File: src/rtl/hc_pkg.sv
// ----------------------------------------------------------------------------
// hc_pkg
// Shared types and constants for the histogram pair-count block.
// ----------------------------------------------------------------------------
package hc_pkg;

    // Field widths
    localparam int MODE_W = 2;
    localparam int SUM_W  = 12;
    localparam int CFG_W  = 11;
    localparam int PAIR_W = 34;
    localparam int DATA_W = 32;

    // Configuration port: one word register at byte address 0
    localparam int CFG_ADDR_W = 3;
    localparam logic REG_MAX_WEIGHT = 1'b0;
    localparam logic [CFG_W-1:0] MAX_WEIGHT_RST = 11'd1024;

    // Saturation value of a pair count
    localparam logic [PAIR_W-1:0] PAIR_MAX = '1;

    // Item operation codes
    localparam logic [MODE_W-1:0] MODE_LOAD_FIRST  = 2'd0;
    localparam logic [MODE_W-1:0] MODE_LOAD_SECOND = 2'd1;
    localparam logic [MODE_W-1:0] MODE_QUERY       = 2'd2;
    localparam logic [MODE_W-1:0] MODE_CLEAR       = 2'd3;

    // Control from the sequencer to the multiply-accumulate unit
    typedef struct packed {
        logic clr;      // drop the running sum and any product in flight
        logic mul_en;   // operands on the inputs are valid this cycle
    } mac_ctrl_t;

endpackage

File: src/rtl/hc_mac.sv
// ----------------------------------------------------------------------------
// hc_mac
// Registered multiply followed by a saturating accumulate.
// ----------------------------------------------------------------------------
module hc_mac #(
    parameter int COUNT_WIDTH = 17
) (
    input  logic                     clk,
    input  logic                     rst_n,
    input  hc_pkg::mac_ctrl_t        ctrl,
    input  logic [COUNT_WIDTH-1:0]   op_a,
    input  logic [COUNT_WIDTH-1:0]   op_b,
    output logic [hc_pkg::PAIR_W-1:0] acc,
    output logic                     busy
);
    import hc_pkg::*;

    localparam int PROD_W = 2 * COUNT_WIDTH;
    localparam int SUM_W2 = ((PROD_W > PAIR_W) ? PROD_W : PAIR_W) + 1;

    logic [PROD_W-1:0] prod_reg;
    logic              prod_valid_reg;
    logic              prod_valid_next;
    logic [PAIR_W-1:0] acc_reg;
    logic [PAIR_W-1:0] acc_next;
    logic [SUM_W2-1:0] sum;

    // Saturate once the sum passes the largest count
    always_comb
    begin
        sum             = SUM_W2'(acc_reg) + SUM_W2'(prod_reg);
        acc_next        = acc_reg;
        prod_valid_next = ctrl.mul_en;
        if (ctrl.clr)
        begin
            acc_next        = '0;
            prod_valid_next = 1'b0;
        end
        else if (prod_valid_reg)
        begin
            acc_next = (sum > SUM_W2'(PAIR_MAX)) ? PAIR_MAX : sum[PAIR_W-1:0];
        end
    end

    always_ff @(posedge clk or negedge rst_n)
    begin
        if (!rst_n)
        begin
            prod_valid_reg <= 1'b0;
            acc_reg        <= '0;
        end
        else
        begin
            prod_valid_reg <= prod_valid_next;
            acc_reg        <= acc_next;
        end
    end

    always_ff @(posedge clk)
    begin
        prod_reg <= op_a * op_b;
    end

    assign acc  = acc_reg;
    assign busy = prod_valid_reg;

endmodule

File: config.mk
export PLATFORM = sky130hd
export DESIGN_NAME = hc_mac
export DESIGN_NICKNAME = d
export VERILOG_FILES = /design/src/rtl/hc_pkg.sv /design/src/rtl/hc_mac.sv
export SDC_FILE = /design/constraint.sdc
export NUM_CORES = 1
export LEC_CHECK = 0
export ABC_CLOCK_PERIOD_IN_PS = 3900
export BUFFER_PORTS_ARGS = -buffer_cell sky130_fd_sc_hd__buf_2
export CAP_MARGIN = 10
export CORE_ASPECT_RATIO = 1.75
export CORE_MARGIN = 5
export CORE_UTILIZATION = 65
export CTS_CLUSTER_DIAMETER = 200
export DETAILED_ROUTE_END_ITERATION = 8
export PLACE_DENSITY = 0.85
export RECOVER_POWER = 50
export SLEW_MARGIN = 20
export SYNTH_ARGS = -nofsm -noshare
export SYNTH_HDL_FRONTEND = slang
export SYNTH_SLANG_ARGS = --single-unit
File: constraint.sdc
create_clock -name clk -period 3.9 [get_ports clk]
set_input_delay 0.39 -clock clk [delete_from_list [all_inputs] [get_ports clk]]
set_output_delay 0.39 -clock clk [all_outputs]
set_load 0.03 [all_outputs]
---- Word level (Yosys, flattened, before mapping) ----
Index checks and enable logic that the tools add are counted.
word-level totals
  flip-flop bits (word level) ............. 69
  bits of input ports ..................... 38
  output and inout bits ................... 35
  word-level logic and storage cells ...... 11
operators by class
  $add $sub $neg .......................... 1
  multipliers ............................. 1
  $lt $le $gt $ge ......................... 1
  mux-type cells .......................... 4
  reductions and logical operators ........ 1
operator list
  cell                  number
  $mux 34               3
  $add 34x34->35        1
  $gt 35x34->1 const B  1
  $mul 17x17->34        1
  $reduce_bool 2->1     1
  $mux 1                1

---- Logic depth before layout (Yosys ltp) ----
  depth after elaboration ................. 5
  depth in mapped cells ................... 23
  mapped depth without buffers ............ 22

---- Worst setup path before layout ----
OpenSTA, ideal clock, no wires.
  kind .................................... input to register
  start ................................... input op_b[8]
  end ..................................... register prod_reg[32]
  library setup time ...................... 0.106 ns
  arrival ................................. 5.963 ns
  required time ........................... 3.794 ns
  path slack .............................. -2.169 ns
  stages .................................. 21
  path buffers ............................ 2
  cell sequence ........................... clkbuf_1 > clkbuf_1 > nand2_1 > fa_1 > inv_1 > fa_1 > fa_1 > fa_1 > fa_1 > inv_1 > fa_1 > inv_1 > ha_1 > a21o_1 > a21o_1 > a21o_1 > a21o_1 > a21oi_1 > a211oi_1 > or2_2 > o311ai_0
on the way
  cells in the longest elaborated chain, start to end .. 1
RTL lines
  what                  RTL line      text
  start, declared       hc_mac.sv:12  input logic [COUNT_WIDTH-1:0] op_b,
  $mul 17x17->34        hc_mac.sv:61  prod_reg <= op_a * op_b;
  end signal, assigned  hc_mac.sv:61
  end, declared         hc_mac.sv:21  logic [PROD_W-1:0] prod_reg;
No other way between the ends.
A chain may end at the register's enable or synchronous reset.

---- Worst setup path in the final report ----
  start ................................... input op_b[9]
  end ..................................... register prod_reg[28]
The elaborated chain is that of the path after synthesis.

==> run metrics <==
run status=finished with violations; failing checks=max-capacitance violations, max-slew violations, negative setup slack; Clock Skew=0.00765 ns; First-pass DRT Iterations=8; wire length on met3=3.23 mm; Final Util=0.814; Port Buffer Count=between 70 and 80; core region area=between 20000 and 25000 sq um; unrepaired setup endpoints after global routing=true; DR WL/cell=roughly 23 um; Die Width=118 um; adder-cell area share of the yosys netlist=0.471; Max-Cap Viols=2; XOR/XNOR share of the synthesized area=0.0355; Post-synth EDFFs=0; main combinational cell family by area after synthesis=adder cells; Synth cell types=60; Post-Synth Simple-Gate Area=0.162; post-synthesis register bit count=about 70; vias=between 10000 and 15000; Compound-Gate Fraction of Synth Area=0.119; TritonCTS clock tree=yes; Slew @ Worst Pin=2.51 ns; crit share post-route=1.46; Remaining Overflow, GRT=0; cts-stage hold buffer count=0; die footprint=~24000 sq um; Peak Freq=176 MHz; Max H-tree Level=3; Rel. slew slack=-0.676; DR DRC count=0; Clk Latency, worst-skew pair=around 0.34 ns; Longest Clk Path Bufs=2; final setup margin=-1.79 ns; Final #Nets=2089; share of cells above drive strength 1=0.256; TritonCTS Buffers=9; Initial Util=0.658; synthesized net count=1882; post-synthesis mux area share=0; max-slew violations=74; first-pass GRT wire length=63.9 mm; # rows=69; Crit. End Element=register; dominant cells by area after synthesis=fa_1, ha_1, inv_1, dfrtp_1, and2_1; initial antenna violation count=0; ANT nets after route=0; CTS Sinks=69; YS warnings=0; most frequent cells in the layout=inv_1, fa_1, nand2_1; worst min path class=in2reg; asr flop ratio synth=0.507; Synth top area share=0.338; Avg Synthesized Cell Area=9.03 sq um; Cell Area, Synth=13300 sq um; max layer used=met4; Top FF cell, synth=dfrtp_1; required time of the critical path=4.10 ns; Tot GR Track Use=0.336; via-per-instance ratio=approximately 6.3; vias in the first global route=13285; Seq/Total Area, Yosys=0.117; commonest non-fill, non-tap cell in the layout=inv_1; CP Class=in2reg; area delta synth->final=23.7%; Worst EP arrival=5.89 ns; startpoint types=primary input; Post-Synthesis Cells=around 1500; IO Count=73; minimum clock period=5.69 ns; met2 wire length=22.6 mm; clock root cell=clkbuf_16; pin count of the biggest net entering global routing=38; M1 WL=approximately 14 mm; Clock transition at path regs=around 0.05 ns; Final Wtd Congestion=0.958; DP HPWL=29.1 mm; Max FO, Critical Path=8; area leader, netlist=fa_1; Initial DRC Count=1133; Final Hold Vio Count=0; Die Y=200 um; total wire length=44.0 mm; Setup violations, final=26
[per-layer routing]
| metal | global-route usage | vias up |
|---|---|---|
| met2 | 0.631 | 879 |
| met5 | 0 | - |
| met4 | 0.267 | 0 |
| li1 | - | 5052 |
| met3 | 0.0538 | 381 |
| met1 | 0.319 | 5873 |
[logic make-up (layout without fill, tap and decap cells)]
group	count (synthesis)	in the layout
AND/OR/NAND/NOR	445	445
adder cells (fa/ha/maj)	367	367
buffers and inverters	332	544
AO/OA/AOI/OAI	210	210
flip-flops	69	69
XOR/XNOR	54	54
other	0	1
[Yosys cell counts (9+ instances only)]
cell type,number
a211oi_1,11
a211oi_2,29
a21o_1,30
a21oi_1,49
and2_1,129
clkbuf_1,47
dfrtp_1,35
dfxtp_1,34
fa_1,225
ha_1,142
inv_1,279
nand2_1,194
nor2_1,61
nor3_1,9
o21ai_0,32
xnor2_1,32
xor2_1,22
[through the flow]
step / area (sq um) / worst slack (ns) / hold slack (ns) / setup TNS [ns] / cells
final: 16500 / -1.79 / 0.287 / -35.80 / 1938
after detailed placement: 15200 / -1.89 / 0.529 / -39.14 / 1885
after global routing: 16500 / -2.03 / 0.307 / -41.20 / 1937
after floorplan: 13900 / -1.51 / 0.0944 / -25.51 / 1477
after global placement: 15200 / -1.76 / 0.535 / -36.13 / 1885
after CTS: 16200 / -1.45 / 0.174 / -26.79 / 1924
[area by class of cell]
cell class | count | area [sq um]
well taps | 248 | 310
flip-flops and latches | 69 | 1560
repair buffers | 249 | 2040
diodes | 1 | 2.50
fillers | 1070 | 3780
multi-input cells | 1076 | 11200
clock inverters | 1 | 30.0
clock buffers | 15 | 320
inverters | 279 | 1050
[critical path, stage by stage]
cell,delay [ns]
buf_8,0.10
buf_6,0.11
buf_12,0.11
nand2_1,0.07
fa_1,0.57
inv_1,0.11
fa_1,0.46
inv_1,0.11
fa_1,0.39
inv_1,0.10
fa_2,0.45
fa_1,0.51
inv_1,0.07
fa_1,0.54
inv_2,0.07
ha_4,0.28
nand4_1,0.16
nor2_2,0.16
buf_4,0.14
nand4_1,0.15
a21o_1,0.25
buf_6,0.13
a21boi_2,0.18
or3_1,0.15
o2111ai_2,0.11
[worst paths after layout]
path | from | endpoint | slack [ns] | cells after the start
setup / recovery | op_b[9] | prod_reg[28] | -1.79 | 25
hold / removal | ctrl[0] | busy | 0.29 | 2
setup reg to reg | acc[0] | acc[0] | 0.19 | 11
hold reg to reg | acc[18] | acc[18] | 0.61 | 2
max in group asynchronous | rst_n | acc[5] | 2.19 | 1
min in group asynchronous | rst_n | acc[25] | 0.58 | 1
[repair_timing]
item                                    4_1_cts  5_1_grt
gates cloned                                  0        0
resized for setup                           157       55
endpoints found under the setup margin       26       26
setup buffers                                24       15
pin swaps                                    75       54
Power is not shown: default switching activity piles up to over one toggle a cycle in this logic, so the estimate is an artifact.
